**src/hw/rtl/rrd_pkg.sv**
```systemverilog
package rrd_pkg;

  // Position range: the effective line width saturates to the largest position count
  localparam int          POS_BITS    = 16;
  localparam logic [15:0] POS_MAX     = 16'((32'd1 << POS_BITS) - 32'd1);

  // Line width register reset value
  localparam logic [15:0] WIDTH_RESET = 16'd1024;

  // Byte codes of the scanline format
  localparam logic [7:0]  NEW_TAG     = 8'd2;    // new-style header: 2,2,len_hi,len_lo
  localparam logic [7:0]  RUN_TAG     = 8'd1;    // old-style run word: 1,1,1,n
  localparam logic [7:0]  RUN_LIMIT   = 8'd128;  // count byte above this is a run
  localparam logic [7:0]  RUN_MASK    = 8'd127;

  // Old-style run shift: grows by one byte per consecutive run word, saturates
  localparam logic [4:0]  SHIFT_STEP  = 5'd8;
  localparam logic [4:0]  SHIFT_SAT   = 5'd16;
  localparam logic [4:0]  SHIFT_MAX   = 5'd24;

  // Plane codes
  localparam logic [1:0]  PLANE_LAST  = 2'd3;    // exponent plane
  localparam logic [2:0]  PLANE_PIXEL = 3'd4;    // whole pixel

  localparam logic [1:0]  SLOT_LAST   = 2'd3;

  typedef enum logic [2:0] {
    PH_HEADER  = 3'd0,
    PH_OLD     = 3'd1,
    PH_COUNT   = 3'd2,
    PH_RUNVAL  = 3'd3,
    PH_LITERAL = 3'd4
  } phase_t;

  typedef struct packed {
    logic [2:0]  plane;
    logic [15:0] position;
    logic [15:0] count;
    logic [31:0] value;
    logic        line_done;
  } cmd_t;

endpackage

```
**src/hw/rtl/rrd_if.sv**
```systemverilog
// Encoded byte stream
interface rrd_byte_if;
  logic       valid;
  logic       ready;
  logic [7:0] data_byte;
  modport source (output valid, output data_byte, input ready);
  modport sink   (input valid, input data_byte, output ready);
endinterface

// Write command stream
interface rrd_cmd_if;
  logic        valid;
  logic        ready;
  logic [2:0]  plane;
  logic [15:0] position;
  logic [15:0] count;
  logic [31:0] value;
  logic        line_done;
  modport source (output valid, output plane, output position, output count,
                  output value, output line_done, input ready);
  modport sink   (input valid, input plane, input position, input count,
                  input value, input line_done, output ready);
endinterface

// Line width register write
interface rrd_cfg_if;
  logic        valid;
  logic        ready;
  logic [15:0] data;
  modport source (output valid, output data, input ready);
  modport sink   (input valid, input data, output ready);
endinterface

```
**src/hw/rtl/rgbe_rle_scanline_decoder.sv**
```systemverilog
// Channel  Dir  Payload                                   Handshake
// cfg      in   data[15:0] line width                     valid/ready, ready tied high
// src      in   data_byte[7:0]                            valid/ready
// cmd      out  plane, position, count, value, line_done  valid/ready
//
// One byte is taken per cycle while src.ready is high; its command, if any, is registered in
// cmd_q, or in the one-entry skid register while cmd is stalled. The decode state updates in
// the cycle the byte is taken; the skid register lets src keep flowing while cmd is stalled.
// src.ready drops only while the skid register holds a command.
// rst is synchronous: line width returns to 1024, the decoder waits for a line header.
module rgbe_rle_scanline_decoder (
  input  logic      clk,
  input  logic      rst,
  rrd_cfg_if.sink   cfg,
  rrd_byte_if.sink  src,
  rrd_cmd_if.source cmd
);
  import rrd_pkg::*;

  // Decode state
  logic [15:0] line_width;
  phase_t      phase, phase_next;
  logic [1:0]  byte_slot, byte_slot_next;
  logic [23:0] held_bytes, held_bytes_next;
  logic [1:0]  plane_index, plane_index_next;
  logic [15:0] pixel_position, pixel_position_next;
  logic [15:0] line_length, line_length_next;
  logic [7:0]  pending_count, pending_count_next;
  logic [4:0]  run_shift, run_shift_next;
  logic [31:0] last_pixel, last_pixel_next;
  logic        restart;

  // Output side
  cmd_t        cmd_q, skid_q, res;
  logic        cmd_valid, skid_valid, res_valid;

  logic        acc;
  logic [7:0]  d, r, g, b;
  logic [15:0] eff_width, new_len, new_len_clip;
  logic        is_header, is_new_tag, is_run_word, word_end;
  logic [15:0] word_len, word_pos, word_left, run_cnt;
  logic [4:0]  word_shift, shift_up;
  logic [31:0] run_n, word_pixel;
  logic [16:0] run_end, one_end;
  logic [15:0] plane_left, rv_cnt;
  logic [16:0] rv_end, lt_end;
  logic        rv_full, lt_full, last_plane;
  logic [7:0]  pending_dec;

  assign acc       = src.valid && src.ready;
  assign src.ready = !skid_valid;
  assign cfg.ready = 1'b1;

  // Byte fields of a completed word
  assign d = src.data_byte;
  assign r = held_bytes[7:0];
  assign g = held_bytes[15:8];
  assign b = held_bytes[23:16];

  assign word_end    = (byte_slot == SLOT_LAST);
  assign is_header   = (phase == PH_HEADER);
  assign is_new_tag  = (r == NEW_TAG) && (g == NEW_TAG);
  assign is_run_word = (r == RUN_TAG) && (g == RUN_TAG) && (b == RUN_TAG);

  // Line length choices at a header
  assign eff_width    = (line_width > POS_MAX) ? POS_MAX : line_width;
  assign new_len      = {b, d};
  assign new_len_clip = (new_len > eff_width) ? eff_width : new_len;

  // Old-style word arithmetic; at a header the line starts fresh
  assign word_len   = is_header ? eff_width : line_length;
  assign word_pos   = is_header ? 16'd0 : pixel_position;
  assign word_shift = is_header ? 5'd0 : run_shift;
  assign word_left  = word_len - word_pos;
  assign run_n      = 32'(d) << word_shift;
  assign run_cnt    = (run_n > 32'(word_left)) ? word_left : run_n[15:0];
  assign run_end    = {1'b0, word_pos} + {1'b0, run_cnt};
  assign one_end    = {1'b0, word_pos} + 17'd1;
  assign shift_up   = (word_shift >= SHIFT_SAT) ? SHIFT_MAX : word_shift + SHIFT_STEP;
  assign word_pixel = {d, b, g, r};

  // New-style plane arithmetic
  assign plane_left  = line_length - pixel_position;
  assign rv_cnt      = (16'(pending_count) > plane_left) ? plane_left : 16'(pending_count);
  assign rv_end      = {1'b0, pixel_position} + {1'b0, rv_cnt};
  assign lt_end      = {1'b0, pixel_position} + 17'd1;
  assign rv_full     = (rv_end >= {1'b0, line_length});
  assign lt_full     = (lt_end >= {1'b0, line_length});
  assign last_plane  = (plane_index >= PLANE_LAST);
  assign pending_dec = (pending_count == 8'd0) ? 8'd0 : pending_count - 8'd1;

  // Next state
  always_comb begin
    phase_next          = phase;
    byte_slot_next      = byte_slot;
    held_bytes_next     = held_bytes;
    plane_index_next    = plane_index;
    pixel_position_next = pixel_position;
    line_length_next    = line_length;
    pending_count_next  = pending_count;
    run_shift_next      = run_shift;
    last_pixel_next     = last_pixel;
    restart             = 1'b0;
    if (acc) begin
      unique case (phase)
        PH_HEADER, PH_OLD: begin
          if (!word_end) begin
            held_bytes_next = held_bytes | (24'(d) << {byte_slot, 3'b000});
            byte_slot_next  = byte_slot + 2'd1;
          end else begin
            held_bytes_next = '0;
            byte_slot_next  = '0;
            if (is_header && is_new_tag) begin
              line_length_next = new_len_clip;
              if (new_len_clip == 16'd0) begin
                restart = 1'b1;
              end else begin
                plane_index_next    = '0;
                pixel_position_next = '0;
                phase_next          = PH_COUNT;
              end
            end else if (is_header && (eff_width == 16'd0)) begin
              line_length_next = '0;
              restart          = 1'b1;
            end else begin
              line_length_next = word_len;
              if (is_run_word) begin
                run_shift_next = shift_up;
                if (run_cnt == 16'd0) begin
                  pixel_position_next = word_pos;
                  phase_next          = PH_OLD;
                end else if (run_end >= {1'b0, word_len}) begin
                  restart = 1'b1;
                end else begin
                  pixel_position_next = run_end[15:0];
                  phase_next          = PH_OLD;
                end
              end else begin
                last_pixel_next = word_pixel;
                run_shift_next  = '0;
                if (one_end >= {1'b0, word_len}) begin
                  restart = 1'b1;
                end else begin
                  pixel_position_next = one_end[15:0];
                  phase_next          = PH_OLD;
                end
              end
            end
          end
        end
        PH_COUNT: begin
          if (d > RUN_LIMIT) begin
            pending_count_next = d & RUN_MASK;
            phase_next         = PH_RUNVAL;
          end else if (d != 8'd0) begin
            pending_count_next = d;
            phase_next         = PH_LITERAL;
          end
        end
        PH_RUNVAL: begin
          pending_count_next = '0;
          phase_next         = PH_COUNT;
          if (!rv_full) begin
            pixel_position_next = rv_end[15:0];
          end else if (last_plane) begin
            restart = 1'b1;
          end else begin
            plane_index_next    = plane_index + 2'd1;
            pixel_position_next = '0;
          end
        end
        PH_LITERAL: begin
          pending_count_next = pending_dec;
          phase_next         = (pending_dec == 8'd0) ? PH_COUNT : PH_LITERAL;
          if (!lt_full) begin
            pixel_position_next = lt_end[15:0];
          end else if (last_plane) begin
            restart = 1'b1;
          end else begin
            plane_index_next    = plane_index + 2'd1;
            pixel_position_next = '0;
            pending_count_next  = '0;
            phase_next          = PH_COUNT;
          end
        end
        default: begin
          restart = 1'b1;
        end
      endcase
      // Line start clears the per-line state
      if (restart) begin
        phase_next          = PH_HEADER;
        byte_slot_next      = '0;
        held_bytes_next     = '0;
        plane_index_next    = '0;
        pixel_position_next = '0;
        pending_count_next  = '0;
        run_shift_next      = '0;
      end
    end
  end

  // Command produced by the accepted byte
  always_comb begin
    res_valid = 1'b0;
    res       = '0;
    if (acc) begin
      unique case (phase)
        PH_HEADER, PH_OLD: begin
          if (word_end) begin
            if (is_header && is_new_tag) begin
              if (new_len_clip == 16'd0) begin
                res_valid     = 1'b1;
                res.plane     = PLANE_PIXEL;
                res.line_done = 1'b1;
              end
            end else if (is_header && (eff_width == 16'd0)) begin
              res_valid     = 1'b1;
              res.plane     = PLANE_PIXEL;
              res.line_done = 1'b1;
            end else if (is_run_word) begin
              res_valid     = (run_cnt != 16'd0);
              res.plane     = PLANE_PIXEL;
              res.position  = word_pos;
              res.count     = run_cnt;
              res.value     = last_pixel;
              res.line_done = (run_end >= {1'b0, word_len});
            end else begin
              res_valid     = 1'b1;
              res.plane     = PLANE_PIXEL;
              res.position  = word_pos;
              res.count     = 16'd1;
              res.value     = word_pixel;
              res.line_done = (one_end >= {1'b0, word_len});
            end
          end
        end
        PH_RUNVAL: begin
          res_valid     = 1'b1;
          res.plane     = {1'b0, plane_index};
          res.position  = pixel_position;
          res.count     = rv_cnt;
          res.value     = 32'(d);
          res.line_done = rv_full && last_plane;
        end
        PH_LITERAL: begin
          res_valid     = 1'b1;
          res.plane     = {1'b0, plane_index};
          res.position  = pixel_position;
          res.count     = 16'd1;
          res.value     = 32'(d);
          res.line_done = lt_full && last_plane;
        end
        default: begin
          res_valid = 1'b0;
        end
      endcase
    end
  end

  // State registers
  always_ff @(posedge clk) begin
    if (rst) begin
      line_width     <= WIDTH_RESET;
      phase          <= PH_HEADER;
      byte_slot      <= '0;
      held_bytes     <= '0;
      plane_index    <= '0;
      pixel_position <= '0;
      line_length    <= '0;
      pending_count  <= '0;
      run_shift      <= '0;
      last_pixel     <= '0;
    end else begin
      if (cfg.valid) begin
        line_width <= cfg.data;
      end
      phase          <= phase_next;
      byte_slot      <= byte_slot_next;
      held_bytes     <= held_bytes_next;
      plane_index    <= plane_index_next;
      pixel_position <= pixel_position_next;
      line_length    <= line_length_next;
      pending_count  <= pending_count_next;
      run_shift      <= run_shift_next;
      last_pixel     <= last_pixel_next;
    end
  end

  // Command register with skid entry
  always_ff @(posedge clk) begin
    if (rst) begin
      cmd_valid  <= 1'b0;
      skid_valid <= 1'b0;
    end else if (!cmd_valid || cmd.ready) begin
      if (skid_valid) begin
        cmd_valid  <= 1'b1;
        skid_valid <= 1'b0;
      end else begin
        cmd_valid <= res_valid;
      end
    end else if (res_valid) begin
      skid_valid <= 1'b1;
    end
  end

  always_ff @(posedge clk) begin
    if (!cmd_valid || cmd.ready) begin
      cmd_q <= skid_valid ? skid_q : res;
    end else if (res_valid) begin
      skid_q <= res;
    end
  end

  assign cmd.valid     = cmd_valid;
  assign cmd.plane     = cmd_q.plane;
  assign cmd.position  = cmd_q.position;
  assign cmd.count     = cmd_q.count;
  assign cmd.value     = cmd_q.value;
  assign cmd.line_done = cmd_q.line_done;

endmodule
```
**src/flat_wrapper.sv**
```systemverilog
// flat-port wrapper written by rule: the top's interface ports become plain ports
module rgbe_rle_scanline_decoder_flat import rrd_pkg::*;
  (clk, rst, cfg_valid, cfg_data, cfg_ready, src_valid, src_data_byte, src_ready, cmd_valid, cmd_plane, cmd_position, cmd_count, cmd_value, cmd_line_done, cmd_ready);
  rrd_cfg_if cfg_i ();
  rrd_byte_if src_i ();
  rrd_cmd_if cmd_i ();
  input  logic clk;
  input  logic rst;
  input wire logic [$bits(cfg_i.valid)-1:0] cfg_valid;
  input wire logic [$bits(cfg_i.data)-1:0] cfg_data;
  output wire logic [$bits(cfg_i.ready)-1:0] cfg_ready;
  input wire logic [$bits(src_i.valid)-1:0] src_valid;
  input wire logic [$bits(src_i.data_byte)-1:0] src_data_byte;
  output wire logic [$bits(src_i.ready)-1:0] src_ready;
  output wire logic [$bits(cmd_i.valid)-1:0] cmd_valid;
  output wire logic [$bits(cmd_i.plane)-1:0] cmd_plane;
  output wire logic [$bits(cmd_i.position)-1:0] cmd_position;
  output wire logic [$bits(cmd_i.count)-1:0] cmd_count;
  output wire logic [$bits(cmd_i.value)-1:0] cmd_value;
  output wire logic [$bits(cmd_i.line_done)-1:0] cmd_line_done;
  input wire logic [$bits(cmd_i.ready)-1:0] cmd_ready;
  assign cfg_i.valid = cfg_valid;
  assign cfg_i.data = cfg_data;
  assign cfg_ready = cfg_i.ready;
  assign src_i.valid = src_valid;
  assign src_i.data_byte = src_data_byte;
  assign src_ready = src_i.ready;
  assign cmd_valid = cmd_i.valid;
  assign cmd_plane = cmd_i.plane;
  assign cmd_position = cmd_i.position;
  assign cmd_count = cmd_i.count;
  assign cmd_value = cmd_i.value;
  assign cmd_line_done = cmd_i.line_done;
  assign cmd_i.ready = cmd_ready;
  rgbe_rle_scanline_decoder u_core (.clk(clk), .rst(rst), .cfg(cfg_i), .src(src_i), .cmd(cmd_i));
endmodule
```
**config.mk**
```make
export PLATFORM = sky130hd
export DESIGN_NAME = rgbe_rle_scanline_decoder_flat
export DESIGN_NICKNAME = d
export VERILOG_FILES = /design/src/hw/rtl/rrd_pkg.sv /design/src/hw/rtl/rrd_if.sv /design/src/hw/rtl/rgbe_rle_scanline_decoder.sv /design/src/flat_wrapper.sv
export SDC_FILE = /design/constraint.sdc
export NUM_CORES = 1
export LEC_CHECK = 0
export BUFFER_PORTS_ARGS = -buffer_cell sky130_fd_sc_hd__buf_2
export CAP_MARGIN = 20
export CORE_AREA = 2 2 285 174
export CTS_CLUSTER_DIAMETER = 200
export DETAILED_ROUTE_END_ITERATION = 10
export DIE_AREA = 0 0 287 176
export SLEW_MARGIN = 20
export SYNTH_ARGS = -nofsm -noshare
export SYNTH_HDL_FRONTEND = slang
export SYNTH_SLANG_ARGS = --single-unit
```
**constraint.sdc**
```tcl
create_clock -name clk -period 10.6 [get_ports clk]
set_clock_uncertainty 0.1 [all_clocks]
set_input_delay 0.53 -clock clk [delete_from_list [all_inputs] [get_ports clk]]
set_output_delay 0.53 -clock clk [all_outputs]
set_load 0.05 [all_outputs]
```
==> results of run 1 <==
-- power by group through the flow --
| stage | clock network, mW | registers, mW | logic, mW |
|---|---|---|---|
| finish | 1.07 | 1.09 | 0.402 |
| global route | 1.12 | 1.09 | 0.434 |
| CTS | 1.09 | 1.09 | 0.387 |
| detailed placement | 0 | 1.11 | 0.385 |
| global placement | 0 | 1.11 | 0.380 |
| floorplan | 0 | 1.11 | 0.241 |
-- worst max-delay path: cells and delay by family (launching register included) --
family | cells | cell delay [ns]
adder cells (fa/ha/maj) | 4 | 1.11
multiplexers | 1 | 0.26
XOR/XNOR | 2 | 0.32
AO/OA/AOI/OAI | 21 | 4.34
buffers and inverters | 9 | 1.45
AND/OR/NAND/NOR | 11 | 2.03
flip-flops | 1 | 0.32
-- per-layer routing --
| metal | vias up | wire length, microns | global-route usage |
|---|---|---|---|
| li1 | 8445 | - | - |
| met1 | 8840 | 35300 | 0.437 |
| met3 | 79 | 9910 | 0.119 |
| met4 | 0 | 1210 | 0.0484 |
| met5 | - | 0 | 0 |
| met2 | 879 | 26800 | 0.365 |
-- repair_timing --
item,4_1_cts,5_1_grt
endpoints found under the setup margin,0,37
gates resized for setup,0,3
buffers inserted,0,1
-- final cells by class --
class / instances / area (sq um) / area share
clock inverters: 19 / 269 / 0.0123
clock buffers: 31 / 701 / 0.0321
flip-flops and latches: 262 / 6610 / 0.302
inverters: 154 / 578 / 0.0264
well taps: 640 / 801 / 0.0366
repair buffers: 220 / 1460 / 0.0670
multi-input cells: 1711 / 11400 / 0.523
-- kinds of logic after synthesis --
kind of cell,synth area share
other,0.000395
AOI/OAI and AO/OA,0.244
muxes,0.0304
adders and majority gates,0.117
buffers and inverters,0.0562
and+or+nand+nor,0.173
xor gates and xnor gates,0.0318
DFF,0.348
-- placed cells by master, fill, tap and decap left out, drive strengths merged, types with 16 or more instances in the layout --
cell type and count:
nor2 241, nand2 220, buf 220, a21oi 199
ha 171, inv 157, edfxtp 136, dfxtp 126
o21ai 106, a21o 105, mux2i 54, xnor2 47
nor3 47, a31oi 43, nand3 39, clkbuf 31
and2 30, nand4 27, nor2b 25, o211ai 23
xor2 22, o221ai 22, o21a 22, nor4 22
a22oi 17, o22ai 16
-- flip-flops by register name (all words and copies together), names as in the netlist, 3 cells and up --
name / cells
u_core.skid_q: 68
u_core.cmd.value: 32
u_core.cmd.count: 16
u_core.phase: 3
u_core.pending_count: 8
u_core.line_length: 16
u_core.held_bytes: 24
u_core.last_pixel: 32
u_core.pixel_position: 16
u_core.cmd.plane: 3
u_core.run_shift: 5
u_core.line_width: 16
u_core.cmd.position: 16
-- path summary, 6_finish.rpt --
| kind | endpoint | slack [ns] |
|---|---|---|
| worst max-delay path | u_core.pixel_position[15] | 0.55 |
| worst min-delay path | u_core.line_width[12] | 0.1 |
| worst min register to register | u_core.last_pixel[8] | 0.35 |
| worst max register to register | u_core.pixel_position[15] | 0.55 |
==> results.py, run 1 <==
metrics = {
    "detailed_routing": {
        "drtPass1Iterations": 6,
        "initialDrtViolationCount": 2546,
        "drc": 0,
        "wl_per_cell_microns": 24.1,
        "wl_microns": 73200,
        "postRouteAntennaNets": 0,
        "num_vias": 18200,
        "avgViaCountPerCell": 6.01,
    },
    "place": {
        "portBuffers": 98,
        "gp_congestion": 1.10,
        "dp_hpwl_microns": 57100,
        "detailedPlace.worstSlack_ns": 0.422,
        "place_area_sq_mm": 0.0208,
        "dpl.cell_count": 2985,
    },
    "clock_network": {
        "cts.clk_slew.worst_paths_ns": 0.07,
        "cts_root_buffer": "clkbuf_16",
        "insertion_delay_ns": 0.58,
        "tritoncts": "done",
        "cts_hold_buffers": 0,
        "htreeDepth": 1,
        "cts_buffers": 27,
        "cts_buffer_depth": 3,
        "cts_sinks": 262,
    },
    "setup_path": {
        "max_stage_delay_ns": 0.51,
        "timing.critical_path.mode_cell": "a21oi_1",
        "worstReg2RegStart": "u_core.phase[2]",
        "critPathSlowestCell": "or3_4",
        "r2r_cells": 48,
        "worst_setup_path_end_kind": "flip-flop",
        "crit_arrival_ns": 10.43,
        "worstSetupStartpointType": "flip-flop",
        "cp_max_fo": 19,
        "crit_type": "reg -> reg",
        "critical_path.startpoint": "u_core.phase[2]",
        "worstPathRequired_ns": 10.98,
    },
    "timing": {
        "setup_ws_ns": 0.548,
        "slew_violations": 0,
        "hold_viol": 0,
        "relSlewSlack": 0.246,
        "max_freq_mhz": 99.5,
        "setup_viol": 0,
        "fin_crit_ns": 10.05,
        "whs_ns": 0.0980,
        "rsz0062_at_grt": "false",
        "fin_setup_tns_ns": 0,
        "max_slew.worst_pin.slew_ns": 1.12,
        "fin_crit_sh": 0.948,
    },
    "synthesis": {
        "synth_cells": 2235,
        "syn_area_per_cell_sq_um": 8.50,
        "synth_edf_count": 136,
        "synth_seq_area_share": 0.348,
        "ys_top_cells_by_count": "nor2_1 (241), nand2_1 (220), a21oi_1 (198), ha_1 (171), inv_1 (152)",
        "synth.most_common_cell": "nor2_1",
        "synth_warnings": 0,
        "ys_types": 97,
        "synth_area_leaders": "edfxtp_1 (21%), dfxtp_1 (13%), ha_1 (11%)",
        "ys_seq_elements": 262,
        "syn-cell-area_sq_mm": 0.0190,
        "yosys.area.top_type": "edfxtp_1",
        "synth_ff_type": "edfxtp_1",
        "async_flop_share": 0,
        "synth_top_area_frac": 0.215,
    },
    "power": {
        "p_per_area_mw_per_mm2": 117,
        "switching_share": 0.280,
        "finalPower_mw": 2.56,
        "p_int_mw": 1.84,
        "switching_power_mw": 0.718,
        "power_leakage_nw": 9.78,
        "max-vdd-ir-drop_mv": 0.115,
        "pwr-share-comb": 0.157,
        "pwr-share-seq": 0.424,
        "p_clk_frac": 0.419,
    },
    "die": {
        "core_area_sq_mm": 0.0476,
        "start_util": 0.399,
        "dieArea_sq_mm": 0.0505,
        "fp.dieH_microns": 176,
        "fp.dieW_microns": 287,
        "num_rows": 62,
        "ios": 100,
    },
    "grt": {
        "grt_usage": 0.285,
        "grt_pass1_vias": 17100,
        "grt-ovfl-total": 0,
        "grt_antenna_before_repair": 2,
        "grt_pass1_wl_microns": 109000,
        "grt_max_degree": 69,
    },
    "hold_path": {
        "holdCritStartpoint": "cfg_data[12]",
        "hold_class": "in -> reg",
        "hold_depth": 3,
    },
    "cells_and_area": {
        "antenna_cells": 0,
        "layout.cells.non_filler": 3037,
        "fillerInstances": 4700,
        "final_cell_area_sq_mm": 0.0219,
        "num-nets-final": 2580,
        "area_growth_pct": 15.0,
        "drive_gt1_frac": 0.134,
        "utilization": 0.459,
    },
    "run_status": {
        "outcome": "finished clean",
    },
    "flow_run": {
        "maxCapViolCount": 0,
    },
}
Power figures use the tool's default switching activity.
==> inputs of run 2 (changes only) <==
- CORE_AREA: 2 2 285 174 -> 2 2 221 223
- DIE_AREA: 0 0 287 176 -> 0 0 223 225
==> results.py, run 2 (same netlist as run 1, synthesis figures left out) <==
metrics = {
    "run_status": {
        "outcome": "finished clean",
    },
    "detailed_routing": {
        "avgViaCountPerCell": 5.95,
        "drtPass1Iterations": 7,
        "wl_per_cell_microns": 21.9,
        "initialDrtViolationCount": 1724,
        "wl_microns": 64600,
        "drc": 0,
        "num_vias": 17600,
        "postRouteAntennaNets": 0,
    },
    "timing": {
        "fin_crit_ns": 9.75,
        "slew_violations": 0,
        "fin_crit_sh": 0.920,
        "max_freq_mhz": 103,
        "relSlewSlack": 0.333,
        "setup_viol": 0,
        "hold_viol": 0,
        "setup_ws_ns": 0.851,
        "max_slew.worst_pin.slew_ns": 0.996,
        "whs_ns": 0.0824,
    },
    "place": {
        "gp_congestion": 0.966,
        "place_area_sq_mm": 0.0203,
        "dp_hpwl_microns": 48900,
        "portBuffers": 98,
        "detailedPlace.worstSlack_ns": 0.499,
    },
    "setup_path": {
        "crit_arrival_ns": 10.12,
        "critPathSlowestCell": "dfxtp_1",
        "max_stage_delay_ns": 0.52,
        "worst_setup_path_end_kind": "flip-flop",
        "timing.critical_path.mode_cell": "a21oi_1",
        "cp_max_fo": 16,
        "worstPathRequired_ns": 10.97,
        "worstSetupStartpointType": "flip-flop",
        "crit_type": "reg -> reg",
    },
    "power": {
        "switching_power_mw": 0.684,
        "switching_share": 0.275,
        "max-vdd-ir-drop_mv": 0.119,
        "power_leakage_nw": 9.46,
        "p_per_area_mw_per_mm2": 117,
        "p_int_mw": 1.81,
        "pwr-share-comb": 0.145,
        "p_clk_frac": 0.418,
        "pwr-share-seq": 0.437,
    },
    "cells_and_area": {
        "num-nets-final": 2516,
        "largest-register": "u_core.skid_q",
        "mostFrequentLayoutCell": "nor2_1",
        "final_cell_mix": "nor2_1 (239), nand2_1 (218), a21oi_1 (197)",
        "area_growth_pct": 12.0,
        "largest_reg_flops": 68,
        "antenna_cells": 0,
        "drive_gt1_frac": 0.111,
        "final_cell_area_sq_mm": 0.0213,
        "utilization": 0.448,
    },
    "die": {
        "fp.dieH_microns": 225,
        "ios": 100,
        "fp.dieW_microns": 223,
        "num_rows": 80,
        "core_area_sq_mm": 0.0475,
        "dieArea_sq_mm": 0.0502,
        "start_util": 0.400,
    },
    "clock_network": {
        "cts.clk_slew.worst_paths_ns": 0.06,
        "insertion_delay_ns": 0.59,
        "postCtsSetupBuffers": 0,
        "cts_buffer_depth": 3,
        "tritoncts": "done",
        "cts_root_buffer": "clkbuf_16",
        "htreeDepth": 1,
        "cts_buffers": 29,
        "cts_resized": 0,
        "cts_sinks": 262,
        "cts_hold_buffers": 0,
    },
    "grt": {
        "grt_max_degree": 77,
        "grt-ovfl-total": 0,
        "grt_pass1_vias": 17000,
        "grt_usage": 0.254,
        "grt_pass1_wl_microns": 100000,
        "grt_antenna_before_repair": 1,
    },
    "flow_run": {
        "maxCapViolCount": 0,
    },
    "hold_path": {
        "hold_class": "in -> reg",
    },
}
==> run 2: worst paths after layout <==
kind                       startpoint                         to  slack, ns  cells after the start
max          u_core.pixel_position[1]  u_core.pixel_position[10]       0.85                     43
min                      cfg_data[12]      u_core.line_width[12]       0.08                      3
max reg2reg  u_core.pixel_position[1]  u_core.pixel_position[10]       0.85                     43
min reg2reg     u_core.last_pixel[20]      u_core.last_pixel[20]       0.36                      2
==> run 2: per-stage QoR <==
stage,cells,power (mW),setup TNS [ns]
after CTS,2950,2.50,0
after detailed placement,2896,1.46,0
after floorplan,2242,1.35,0
final,2950,2.49,0
after global routing,2950,2.58,-0.844
after global placement,2896,1.46,0
==> run 2: cell type report <==
type | instances | area, sq um
flip-flops and latches | 262 | 6610
well taps | 615 | 769
fillers | 4604 | 26300
multi-input cells | 1710 | 11400
repair buffers | 155 | 918
clock buffers | 42 | 846
clock inverters | 12 | 138
inverters | 154 | 578
==> run 2: critical path, delay by kind of cell, from the launching register on <==
kind | cells | cell delay, ns
muxes | 1 | 0.32
DFF | 1 | 0.52
AOI/OAI and AO/OA | 21 | 4.80
adders and majority gates | 4 | 1.34
buffers and inverters | 4 | 0.75
xor gates and xnor gates | 2 | 0.30
and+or+nand+nor | 11 | 1.50
==> run 2: routing by layer <==
metal	vias up	track usage	part of all wire
met5	-	0	0.00014
met4	2	0.0812	0.032
met3	126	0.0357	0.073
met2	740	0.408	0.44
met1	8394	0.353	0.45
li1	8301	-	-
==> run 2: power groups by stage <==
stage                     sequential (mW)  clock, mW  combinational, mW
after floorplan                      1.11          0              0.241
after CTS                            1.09       1.06              0.355
after global routing                 1.09       1.10              0.396
final                                1.09       1.04              0.361
after global placement               1.11          0              0.346
after detailed placement             1.11          0              0.353
